**src/jlsp_pkg.sv**
```systemverilog
// Shared widths, types and constants of the jerk-limited speed planner.
`default_nettype none
package jlsp_pkg;

    localparam int POS_W    = 32;
    localparam int A_W      = 16;
    localparam int J_W      = 20;
    localparam int S_W      = 31;
    localparam int AA_SHIFT = 7;
    localparam int AD_SHIFT = 9;

    localparam int NUM_W  = 2 * A_W + AA_SHIFT;
    localparam int C_W    = NUM_W;
    localparam int D_W    = POS_W;
    localparam int AD_W   = D_W + A_W;
    localparam int T_W    = AD_W + AD_SHIFT;
    localparam int CC_W   = 2 * C_W;
    localparam int SUM_W  = ((CC_W > T_W) ? CC_W : T_W) + 1;
    localparam int RAD_W  = SUM_W + (SUM_W % 2);
    localparam int ROOT_W = RAD_W / 2;
    localparam int SREM_W = ROOT_W + 2;
    localparam int MX_W   = (C_W > D_W) ? C_W : D_W;
    localparam int MY_W   = C_W;
    localparam int P_W    = MX_W + MY_W;
    localparam int CNT_MAX = (C_W > ROOT_W) ? C_W : ROOT_W;
    localparam int CNT_W  = $clog2(CNT_MAX);
    localparam int CFG_W  = 2;

    typedef logic signed [POS_W-1:0] pos_t;
    typedef logic [D_W-1:0]          dist_t;
    typedef logic [A_W-1:0]          accel_t;
    typedef logic [J_W-1:0]          jerk_t;
    typedef logic [S_W-1:0]          speed_t;
    typedef logic [NUM_W-1:0]        num_t;
    typedef logic [C_W-1:0]          c_t;
    typedef logic [CC_W-1:0]         cc_t;
    typedef logic [AD_W-1:0]         ad_t;
    typedef logic [RAD_W-1:0]        rad_t;
    typedef logic [ROOT_W-1:0]       root_t;
    typedef logic [SREM_W-1:0]       srem_t;
    typedef logic [MX_W-1:0]         mx_t;
    typedef logic [P_W-1:0]          mp_t;
    typedef logic [CNT_W-1:0]        cnt_t;
    typedef logic [CFG_W-1:0]        cfg_idx_t;

    localparam cfg_idx_t REG_ACCEL = cfg_idx_t'(0);
    localparam cfg_idx_t REG_JERK  = cfg_idx_t'(1);
    localparam cfg_idx_t REG_CEIL  = cfg_idx_t'(2);
    localparam cfg_idx_t REG_STEP  = cfg_idx_t'(3);

    localparam accel_t ACCEL_RESET = accel_t'(1000);
    localparam jerk_t  JERK_RESET  = jerk_t'(5000);
    localparam speed_t CEIL_RESET  = speed_t'(256000);
    localparam speed_t STEP_RESET  = speed_t'(256);
    localparam speed_t SPEED_MAX   = '1;

    localparam cnt_t MUL_A_LAST = cnt_t'(A_W - 1);
    localparam cnt_t DIV_LAST   = cnt_t'(NUM_W - 1);
    localparam cnt_t MUL_C_LAST = cnt_t'(C_W - 1);
    localparam cnt_t SQRT_LAST  = cnt_t'(ROOT_W - 1);

endpackage
`default_nettype wire

```
**src/jlsp_pos_if.sv**
```systemverilog
// Input channel: target and travelled position item.
`default_nettype none
interface jlsp_pos_if;
    logic             valid;
    logic             ready;
    jlsp_pkg::pos_t   target_position;
    jlsp_pkg::pos_t   travelled_position;

    modport source (output valid, output target_position, output travelled_position,
                    input ready);
    modport sink   (input valid, input target_position, input travelled_position,
                    output ready);
endinterface
`default_nettype wire

```
**src/jlsp_speed_if.sv**
```systemverilog
// Output channel: commanded speed item.
`default_nettype none
interface jlsp_speed_if;
    logic             valid;
    logic             ready;
    jlsp_pkg::speed_t commanded_speed;

    modport source (output valid, output commanded_speed, input ready);
    modport sink   (input valid, input commanded_speed, output ready);
endinterface
`default_nettype wire

```
**src/jerk_limited_speed_planner_top.sv**
```systemverilog
// Jerk-limited speed planner: bit-serial multiply, divide and square root per item.
// One item at a time: a new item is accepted only in the idle state, after the
//   previous result has been loaded into the output register; the output register
//   holds a result while the next item is accepted and worked on, and a finished
//   result waits in ST_LIMIT while that register is still full.
// Reset: limits take their defaults, stored speed is 0, no result pending.
`default_nettype none
module jerk_limited_speed_planner_top (
    input  wire logic                clk,
    input  wire logic                rst_n,
    input  wire logic                cfg_we,
    input  wire jlsp_pkg::cfg_idx_t  cfg_index,
    input  wire jlsp_pkg::speed_t    cfg_data,
    jlsp_pos_if.sink                 pos,
    jlsp_speed_if.source             speed
);

    typedef enum logic [3:0] {
        ST_IDLE,
        ST_MUL_AA,
        ST_DIV,
        ST_MUL_CC,
        ST_MUL_AD,
        ST_RAD,
        ST_SQRT,
        ST_FSAT,
        ST_MIN,
        ST_LIMIT
    } state_t;

    state_t               state_reg;
    jlsp_pkg::cnt_t       cnt_reg;
    logic                 pass_reg;
    logic                 out_valid_reg;
    jlsp_pkg::accel_t     accel_reg;
    jlsp_pkg::jerk_t      jerk_reg;
    jlsp_pkg::speed_t     ceil_reg;
    jlsp_pkg::speed_t     step_reg;
    jlsp_pkg::speed_t     last_reg;

    jlsp_pkg::dist_t      ds_reg;
    jlsp_pkg::dist_t      de_reg;
    jlsp_pkg::mx_t        mx_reg;
    jlsp_pkg::mp_t        mp_reg;
    jlsp_pkg::num_t       dq_reg;
    jlsp_pkg::jerk_t      drem_reg;
    jlsp_pkg::c_t         c_reg;
    jlsp_pkg::cc_t        cc_reg;
    jlsp_pkg::rad_t       rad_reg;
    jlsp_pkg::srem_t      srem_reg;
    jlsp_pkg::root_t      root_reg;
    jlsp_pkg::speed_t     vs_reg;
    jlsp_pkg::speed_t     ve_reg;
    jlsp_pkg::speed_t     vmin_reg;
    jlsp_pkg::speed_t     out_speed_reg;

    logic                 accept;
    logic                 out_load;
    jlsp_pkg::jerk_t      j_eff;
    logic signed [jlsp_pkg::POS_W:0] rem_diff;
    jlsp_pkg::dist_t      ds_in;
    jlsp_pkg::dist_t      de_in;

    logic [jlsp_pkg::MX_W:0]     mul_sum;
    jlsp_pkg::mp_t               mul_p_next;
    logic [2*jlsp_pkg::A_W-1:0]  aa;
    jlsp_pkg::ad_t               ad;

    logic [jlsp_pkg::J_W:0]      div_trial;
    logic                        div_ge;
    jlsp_pkg::jerk_t             drem_next;
    jlsp_pkg::num_t              dq_next;

    logic [jlsp_pkg::SREM_W+1:0] s_sh;
    logic [jlsp_pkg::SREM_W+1:0] s_trial;
    logic [jlsp_pkg::SREM_W+1:0] s_diff;
    logic                        s_ge;
    jlsp_pkg::srem_t             srem_next;
    jlsp_pkg::root_t             root_next;

    jlsp_pkg::root_t             f_full;
    jlsp_pkg::speed_t            f_sat;
    jlsp_pkg::speed_t            vmin_next;
    logic [jlsp_pkg::S_W:0]      v_hi;
    jlsp_pkg::speed_t            v_up;
    jlsp_pkg::speed_t            v_lo;
    jlsp_pkg::speed_t            v_lim;

    assign accept   = pos.valid && (state_reg == ST_IDLE);
    assign out_load = (state_reg == ST_LIMIT) && (!out_valid_reg || speed.ready);

    assign pos.ready             = (state_reg == ST_IDLE);
    assign speed.valid           = out_valid_reg;
    assign speed.commanded_speed = out_speed_reg;

    assign j_eff = (jerk_reg == '0) ? jlsp_pkg::jerk_t'(1) : jerk_reg;

    // distances: travelled and remaining, clamped at zero
    assign rem_diff = {pos.target_position[jlsp_pkg::POS_W-1], pos.target_position}
                    - {pos.travelled_position[jlsp_pkg::POS_W-1], pos.travelled_position};
    assign ds_in = pos.travelled_position[jlsp_pkg::POS_W-1]
                 ? '0 : jlsp_pkg::dist_t'(pos.travelled_position);
    assign de_in = rem_diff[jlsp_pkg::POS_W] ? '0 : rem_diff[jlsp_pkg::POS_W-1:0];

    // shift-add multiplier, one multiplier bit per cycle, LSB first
    assign mul_sum    = {1'b0, mp_reg[jlsp_pkg::P_W-1 -: jlsp_pkg::MX_W]}
                      + (mp_reg[0] ? {1'b0, mx_reg} : '0);
    assign mul_p_next = {mul_sum, mp_reg[jlsp_pkg::MY_W-1:1]};
    assign aa = mul_p_next[jlsp_pkg::MY_W-jlsp_pkg::A_W +: 2*jlsp_pkg::A_W];
    assign ad = mp_reg[jlsp_pkg::MY_W-jlsp_pkg::A_W +: jlsp_pkg::AD_W];

    // restoring divider, one quotient bit per cycle
    assign div_trial = {drem_reg, dq_reg[jlsp_pkg::NUM_W-1]};
    assign div_ge    = (div_trial >= {1'b0, j_eff});
    assign drem_next = div_ge ? jlsp_pkg::jerk_t'(div_trial - {1'b0, j_eff})
                              : div_trial[jlsp_pkg::J_W-1:0];
    assign dq_next   = {dq_reg[jlsp_pkg::NUM_W-2:0], div_ge};

    // digit-by-digit square root, two radicand bits per cycle
    assign s_sh      = {srem_reg, rad_reg[jlsp_pkg::RAD_W-1 -: 2]};
    assign s_trial   = {2'b00, root_reg, 2'b01};
    assign s_ge      = (s_sh >= s_trial);
    assign s_diff    = s_sh - s_trial;
    assign srem_next = s_ge ? s_diff[jlsp_pkg::SREM_W-1:0] : s_sh[jlsp_pkg::SREM_W-1:0];
    assign root_next = {root_reg[jlsp_pkg::ROOT_W-2:0], s_ge};

    assign f_full = root_reg - jlsp_pkg::root_t'(c_reg);
    assign f_sat  = (|f_full[jlsp_pkg::ROOT_W-1:jlsp_pkg::S_W])
                  ? jlsp_pkg::SPEED_MAX : f_full[jlsp_pkg::S_W-1:0];

    always_comb
    begin
        vmin_next = ceil_reg;
        if (vs_reg < vmin_next)
        begin
            vmin_next = vs_reg;
        end
        if (ve_reg < vmin_next)
        begin
            vmin_next = ve_reg;
        end
    end

    assign v_hi  = {1'b0, last_reg} + {1'b0, step_reg};
    assign v_up  = ({1'b0, vmin_reg} > v_hi) ? v_hi[jlsp_pkg::S_W-1:0] : vmin_reg;
    assign v_lo  = last_reg - step_reg;
    assign v_lim = ((last_reg > step_reg) && (v_up < v_lo)) ? v_lo : v_up;

    // control: sequencer, limits, stored speed, output valid
    always_ff @(posedge clk or negedge rst_n)
    begin
        if (!rst_n)
        begin
            state_reg     <= ST_IDLE;
            cnt_reg       <= '0;
            pass_reg      <= 1'b0;
            out_valid_reg <= 1'b0;
            accel_reg     <= jlsp_pkg::ACCEL_RESET;
            jerk_reg      <= jlsp_pkg::JERK_RESET;
            ceil_reg      <= jlsp_pkg::CEIL_RESET;
            step_reg      <= jlsp_pkg::STEP_RESET;
            last_reg      <= '0;
        end
        else
        begin
            if (cfg_we)
            begin
                case (cfg_index)
                    jlsp_pkg::REG_ACCEL: accel_reg <= cfg_data[jlsp_pkg::A_W-1:0];
                    jlsp_pkg::REG_JERK:  jerk_reg  <= cfg_data[jlsp_pkg::J_W-1:0];
                    jlsp_pkg::REG_CEIL:  ceil_reg  <= cfg_data;
                    jlsp_pkg::REG_STEP:  step_reg  <= cfg_data;
                    default: ;
                endcase
            end

            if (out_load)
            begin
                out_valid_reg <= 1'b1;
            end
            else if (speed.ready)
            begin
                out_valid_reg <= 1'b0;
            end

            case (state_reg)
                ST_IDLE:
                begin
                    if (accept)
                    begin
                        state_reg <= ST_MUL_AA;
                        cnt_reg   <= '0;
                        pass_reg  <= 1'b0;
                    end
                end
                ST_MUL_AA:
                begin
                    cnt_reg <= cnt_reg + 1'b1;
                    if (cnt_reg == jlsp_pkg::MUL_A_LAST)
                    begin
                        state_reg <= ST_DIV;
                        cnt_reg   <= '0;
                    end
                end
                ST_DIV:
                begin
                    cnt_reg <= cnt_reg + 1'b1;
                    if (cnt_reg == jlsp_pkg::DIV_LAST)
                    begin
                        state_reg <= ST_MUL_CC;
                        cnt_reg   <= '0;
                    end
                end
                ST_MUL_CC:
                begin
                    cnt_reg <= cnt_reg + 1'b1;
                    if (cnt_reg == jlsp_pkg::MUL_C_LAST)
                    begin
                        state_reg <= ST_MUL_AD;
                        cnt_reg   <= '0;
                    end
                end
                ST_MUL_AD:
                begin
                    cnt_reg <= cnt_reg + 1'b1;
                    if (cnt_reg == jlsp_pkg::MUL_A_LAST)
                    begin
                        state_reg <= ST_RAD;
                        cnt_reg   <= '0;
                    end
                end
                ST_RAD:
                begin
                    state_reg <= ST_SQRT;
                    cnt_reg   <= '0;
                end
                ST_SQRT:
                begin
                    cnt_reg <= cnt_reg + 1'b1;
                    if (cnt_reg == jlsp_pkg::SQRT_LAST)
                    begin
                        state_reg <= ST_FSAT;
                        cnt_reg   <= '0;
                    end
                end
                ST_FSAT:
                begin
                    if (!pass_reg)
                    begin
                        pass_reg  <= 1'b1;
                        state_reg <= ST_MUL_AD;
                    end
                    else
                    begin
                        state_reg <= ST_MIN;
                    end
                end
                ST_MIN:
                begin
                    state_reg <= ST_LIMIT;
                end
                ST_LIMIT:
                begin
                    if (out_load)
                    begin
                        last_reg  <= v_lim;
                        state_reg <= ST_IDLE;
                    end
                end
                default:
                begin
                    state_reg <= ST_IDLE;
                end
            endcase
        end
    end

    // datapath shift registers
    always_ff @(posedge clk)
    begin
        case (state_reg)
            ST_IDLE:
            begin
                if (accept)
                begin
                    ds_reg <= ds_in;
                    de_reg <= de_in;
                    mx_reg <= jlsp_pkg::mx_t'(accel_reg);
                    mp_reg <= jlsp_pkg::mp_t'(accel_reg);
                end
            end
            ST_MUL_AA:
            begin
                mp_reg <= mul_p_next;
                if (cnt_reg == jlsp_pkg::MUL_A_LAST)
                begin
                    dq_reg   <= {aa, {jlsp_pkg::AA_SHIFT{1'b0}}};
                    drem_reg <= '0;
                end
            end
            ST_DIV:
            begin
                dq_reg   <= dq_next;
                drem_reg <= drem_next;
                if (cnt_reg == jlsp_pkg::DIV_LAST)
                begin
                    c_reg  <= dq_next;
                    mx_reg <= jlsp_pkg::mx_t'(dq_next);
                    mp_reg <= jlsp_pkg::mp_t'(dq_next);
                end
            end
            ST_MUL_CC:
            begin
                if (cnt_reg == jlsp_pkg::MUL_C_LAST)
                begin
                    cc_reg <= mul_p_next[jlsp_pkg::CC_W-1:0];
                    mx_reg <= jlsp_pkg::mx_t'(ds_reg);
                    mp_reg <= jlsp_pkg::mp_t'(accel_reg);
                end
                else
                begin
                    mp_reg <= mul_p_next;
                end
            end
            ST_MUL_AD:
            begin
                mp_reg <= mul_p_next;
            end
            ST_RAD:
            begin
                rad_reg  <= jlsp_pkg::rad_t'(cc_reg)
                          + jlsp_pkg::rad_t'({ad, {jlsp_pkg::AD_SHIFT{1'b0}}});
                srem_reg <= '0;
                root_reg <= '0;
            end
            ST_SQRT:
            begin
                rad_reg  <= {rad_reg[jlsp_pkg::RAD_W-3:0], 2'b00};
                srem_reg <= srem_next;
                root_reg <= root_next;
            end
            ST_FSAT:
            begin
                if (!pass_reg)
                begin
                    vs_reg <= f_sat;
                    mx_reg <= jlsp_pkg::mx_t'(de_reg);
                    mp_reg <= jlsp_pkg::mp_t'(accel_reg);
                end
                else
                begin
                    ve_reg <= f_sat;
                end
            end
            ST_MIN:
            begin
                vmin_reg <= vmin_next;
            end
            ST_LIMIT:
            begin
                if (out_load)
                begin
                    out_speed_reg <= v_lim;
                end
            end
            default: ;
        endcase
    end

endmodule
`default_nettype wire

```
**src/flat_wrapper.sv**
```systemverilog
// flat-port wrapper written by rule: the top's interface ports become plain ports
module jerk_limited_speed_planner_top_flat 
  (clk, rst_n, cfg_we, cfg_index, cfg_data, pos_valid, pos_target_position, pos_travelled_position, pos_ready, speed_valid, speed_commanded_speed, speed_ready);
  jlsp_pos_if pos_i ();
  jlsp_speed_if speed_i ();
  input  wire logic clk;
  input  wire logic rst_n;
  input  wire logic cfg_we;
  input  wire jlsp_pkg::cfg_idx_t cfg_index;
  input  wire jlsp_pkg::speed_t cfg_data;
  input wire logic [$bits(pos_i.valid)-1:0] pos_valid;
  input wire logic [$bits(pos_i.target_position)-1:0] pos_target_position;
  input wire logic [$bits(pos_i.travelled_position)-1:0] pos_travelled_position;
  output wire logic [$bits(pos_i.ready)-1:0] pos_ready;
  output wire logic [$bits(speed_i.valid)-1:0] speed_valid;
  output wire logic [$bits(speed_i.commanded_speed)-1:0] speed_commanded_speed;
  input wire logic [$bits(speed_i.ready)-1:0] speed_ready;
  assign pos_i.valid = pos_valid;
  assign pos_i.target_position = pos_target_position;
  assign pos_i.travelled_position = pos_travelled_position;
  assign pos_ready = pos_i.ready;
  assign speed_valid = speed_i.valid;
  assign speed_commanded_speed = speed_i.commanded_speed;
  assign speed_i.ready = speed_ready;
  jerk_limited_speed_planner_top u_core (.clk(clk), .rst_n(rst_n), .cfg_we(cfg_we), .cfg_index(cfg_index), .cfg_data(cfg_data), .pos(pos_i), .speed(speed_i));
endmodule
```
**config.mk**
```make
export PLATFORM = sky130hd
export DESIGN_NAME = jerk_limited_speed_planner_top_flat
export DESIGN_NICKNAME = d
export VERILOG_FILES = /design/src/jlsp_pkg.sv /design/src/jlsp_pos_if.sv /design/src/jlsp_speed_if.sv /design/src/jerk_limited_speed_planner_top.sv /design/src/flat_wrapper.sv
export SDC_FILE = /design/constraint.sdc
export NUM_CORES = 2
export LEC_CHECK = 0
export ABC_CLOCK_PERIOD_IN_PS = 9900
export BUFFER_PORTS_ARGS = -buffer_cell sky130_fd_sc_hd__buf_2
export CAP_MARGIN = 20
export CORE_MARGIN = 2
export CORE_UTILIZATION = 55
export CTS_CLUSTER_DIAMETER = 50
export DETAILED_ROUTE_END_ITERATION = 10
export PLACE_DENSITY = 0.76
export SLEW_MARGIN = 20
export SYNTH_ARGS = -nofsm -noshare
export SYNTH_HDL_FRONTEND = slang
export SYNTH_SLANG_ARGS = --single-unit
```
**constraint.sdc**
```tcl
create_clock -name clk -period 9.9 [get_ports clk]
set_input_delay 0.99 -clock clk [delete_from_list [all_inputs] [get_ports clk]]
set_output_delay 0.99 -clock clk [all_outputs]
set_load 0.01 [all_outputs]
```
==> results by group <==
Detailed routing
  – 1st-iter DRT viols: roughly 3800
  – Antenna Nets Post-Route: 0
  – DRC: 0
  – Routed via count: roughly 36000
  – TritonRoute pass-1 iters: 6
  – Via-per-instance ratio: approximately 6.0
  – WL final: approximately 130000 um
  – Average wire per standard cell: about 21 um

GRT
  – Largest net degree at the start of global routing: about 140
  – Initial antenna violation count: 3
  – Wire length of the first global-routing pass: between 150000 and 200000 um
  – Gr usage total: between 20% and 30%
  – Congestion Overflow GR: 0
  – Vias in the first global route: between 30000 and 40000

Critical path
  – Setup crit start kind: flip-flop
  – Setup crit end kind: flip-flop
  – Req. time, crit path: around 10 ns
  – Cells on worst reg2reg path: 33
  – Slowest stage delay, CP: about 0.66 ns
  – Slowest cell on crit path: o21ba_1
  – Setup Crit Path Kind: reg2reg
  – CP Max Fanout: 30
  – Worst Path Arrival: 9.01 ns

Logic synthesis
  – Async SR Flop Fraction: 18.01%
  – Post-synthesis adder-cell area fraction: between 10% and 20%
  – Synth warn: 0
  – Simple-gate share of the synthesized area: between 10% and 20%
  – Multiplexer share of the synthesized area: roughly 4.8%
  – Compound-Gate Fraction of Synth Area: 15.05%
  – Register bit total from synthesis: roughly 800
  – Post-Synth XOR/XNOR Area: 4.825%
  – Mean Syn Cell Area: 10.29 sq um
  – Register area share after synthesis: 47.28%
  – Synth Flop Type: edfxtp_1
  – Syn nets: between 5000 and 6000
  – Number of synthesized flops with an enable pin: roughly 640
  – Cells after Synth: about 4700
  – Post-Syn Area: just under 0.05 sq mm
  – Synth cell types: 94
  – Largest family of logic cells by synthesized area: compound AO/OA/AOI/OAI gates

Clock network
  – H-tree levels: 3
  – Clock Path Buffers: 3
  – CTS root buf: clkbuf_16
  – Post-CTS resize count: 0
  – Post-CTS setup repair buffer count: 0
  – Worst skew pair latency: 0.67 ns
  – Clock sink count: 783
  – Hold Buf Count CTS: 0
  – Clock Pin Slew Worst Setup and Hold Paths: 0.06 ns
  – CTS tree: built
  – Total CTS buffers: between 90 and 100

Timing
  – Slew margin rel.: a little over a quarter
  – Pins Over Slew Limit: 0
  – Final setup violation count: 0
  – Slew of the pin with the lowest slew margin: 1.099 ns
  – Hold Vio Cnt, Final: 0
  – Fmax: 0.1182 GHz
  – Fin crit share: approximately 85%
  – Setup TNS: 0 ns
  – Clk_skew: 0.03202 ns
  – RSZ-0062 raised after global routing: false
  – Final critical-path required period: 8.457 ns
  – Setup WS post-layout: 1.443 ns

Placed design
  – Port bufs: 134
  – Post-DP Area: 0.05020 sq mm
  – Setup WS pre-CTS: between 1.5 and 2 ns
  – Detailed placement HPWL: just over 90000 um
  – Routability congestion estimate: approximately 0.95

Finish
  – Fin nets: between 5000 and 6000
  – Cell area after layout: 0.05368 sq mm
  – Max reg flops: 80
  – Share of cells above drive strength 1: about 11%
  – Fillers: between 6000 and 7000
  – Layout overhead on the synthesized area: 11.18%

Power
  – PD cells: around 380 mW/mm^2
  – VDD IR max: about 330 uV
  – P_leak: around 23 nW

Die
  – Top-Level Pins: between 100 and 150
  – Initial core utilization: roughly 56%
  – Die ar.: 0.09017 sq mm
  – Die extent in x: 300.3 um
  – Die Span Y: around 300 um
  – Core ar.: roughly 0.087 sq mm
  – Row count: 108

Worst hold path
  – Tightest Hold Check Type: in2async

Status
  – Status: completed

Flow run
  – Max cap viols: 0
## metal layers
layer | GRT usage, % | routed length (um) | share of wire [%]
met5 | 0 | 0 | 0
met4 | 8.726 | 4058 | 3.2
met3 | 5.015 | 11160 | 8.9
met2 | 41.36 | 54460 | 43
met1 | 40.49 | 55910 | 45
## synth_stat cells, drive strengths merged, types with 29 or more instances
cell type	n	area [sq um]
nor2	417	1565
inv	355	1333
dfrtp	123	3078
a22oi	37	277.8
a21oi	320	1609
and2	81	506.7
edfxtp	642	19280
and3	41	256.5
nor2b	49	306.5
mux2i	82	820.8
nand2	435	1633
nand4	56	350.3
nand2b	43	269.0
nor3	69	345.3
nand3	94	470.5
xor2	94	823.3
o21a	39	292.8
o21bai	43	326.6
a21o	163	1224
a31oi	36	231.5
xnor2	172	1506
clkbuf	133	499.2
ha	405	5067
a211oi	49	372.9
buf	29	131.4
o21ai	242	1211
mux2	134	1509
## critical path, delay by kind of cell (launching register included)
kind                       cells  cell delay (ns)
xor gates and xnor gates       1             0.22
and+or+nand+nor                5             0.64
AOI/OAI and AO/OA             20             4.85
muxes                          2             0.68
buffers and inverters          2             0.47
adders and majority gates      3             1.07
DFF                            1             0.37
## path summary, 6_finish.rpt
kind	startpoint	endpoint	slack [ns]
worst max-delay path	u_core.step_reg[2]$_DFFE_PN0P_	u_core.last_reg[30]$_DFFE_PN0P_	1.44
worst min-delay path	rst_n	u_core.step_reg[22]$_DFFE_PN0P_	0.42
min in group clk	u_core.mp_reg[10]$_DFFE_PP_	u_core.cc_reg[9]$_DFFE_PP_	0.46
worst min register to register	u_core.mp_reg[10]$_DFFE_PP_	u_core.cc_reg[9]$_DFFE_PP_	0.46
worst max register to register	u_core.step_reg[2]$_DFFE_PN0P_	u_core.last_reg[30]$_DFFE_PN0P_	1.44
max in group asynchronous	rst_n	u_core.step_reg[11]$_DFFE_PN0P_	8.14
## through the flow
step	hold WS, ns	cells	utilization (%)	total power, W
2_1_floorplan	0.4174	4694	-	0.01363
3_3_place_gp	0.4371	5859	57.78	0.01611
3_5_place_dp	0.4372	5859	57.78	0.01637
4_1_cts	0.4204	6040	61.71	0.02016
5_1_grt	0.4684	6043	61.77	0.02169
6_report	0.4183	6045	61.78	0.02032
## logic make-up (layout without fill, tap and decap cells)
logic type               after synthesis  count (layout)
flip-flops                           783             783
AO/OA/AOI/OAI                       1124            1124
adder cells (fa/ha/maj)              412             412
other                                  0               3
buffers and inverters                519             712
AND/OR/NAND/NOR                     1374            1374
multiplexers                         216             216
XOR/XNOR                             266             266
## cell usage in the layout (no fill, tap or decap), types with 42 or more instances in the layout
| cell type | netlist | final |
|---|---|---|
| nor3_1 | 69 | 65 |
| nor2_1 | 417 | 413 |
| nand4_1 | 56 | 56 |
| a21o_1 | 163 | 163 |
| edfxtp_1 | 642 | 642 |
| mux2i_1 | 82 | 82 |
| a21oi_1 | 318 | 316 |
| buf_2 | 18 | 133 |
| and2_1 | 81 | 80 |
| dfrtp_1 | 123 | 123 |
| o21ai_0 | 206 | 206 |
| o21bai_1 | 42 | 42 |
| xor2_1 | 94 | 94 |
| clkbuf_16 | 0 | 101 |
| inv_1 | 354 | 353 |
| xnor2_1 | 172 | 172 |
| mux2_2 | 132 | 132 |
| ha_1 | 405 | 405 |
| a211oi_1 | 48 | 47 |
| nand3_1 | 94 | 94 |
| nand2_1 | 435 | 434 |
| nand2b_1 | 43 | 43 |
| nor2b_1 | 49 | 49 |
## final cells by class
class | instances | area, sq um | area share (%)
Tap cell | 1155 | 1445 | 2.692
Sequential cell | 783 | 22830 | 42.53
Clock buffer | 119 | 2625 | 4.890
Inverter | 357 | 1340 | 2.496
Timing Repair Buffer | 174 | 1030 | 1.918
Antenna cell | 3 | 7.507 | 0.01399
Clock inverter | 62 | 787.0 | 1.466
Multi-Input combinational cell | 3392 | 23620 | 43.99
## power breakdown
part,switching (W),internal [W]
Clock,0.00150,0.00221
Sequential,0.000707,0.00524
Combinational,0.00662,0.00405
Note: power is estimated with default switching activity, not from simulation.
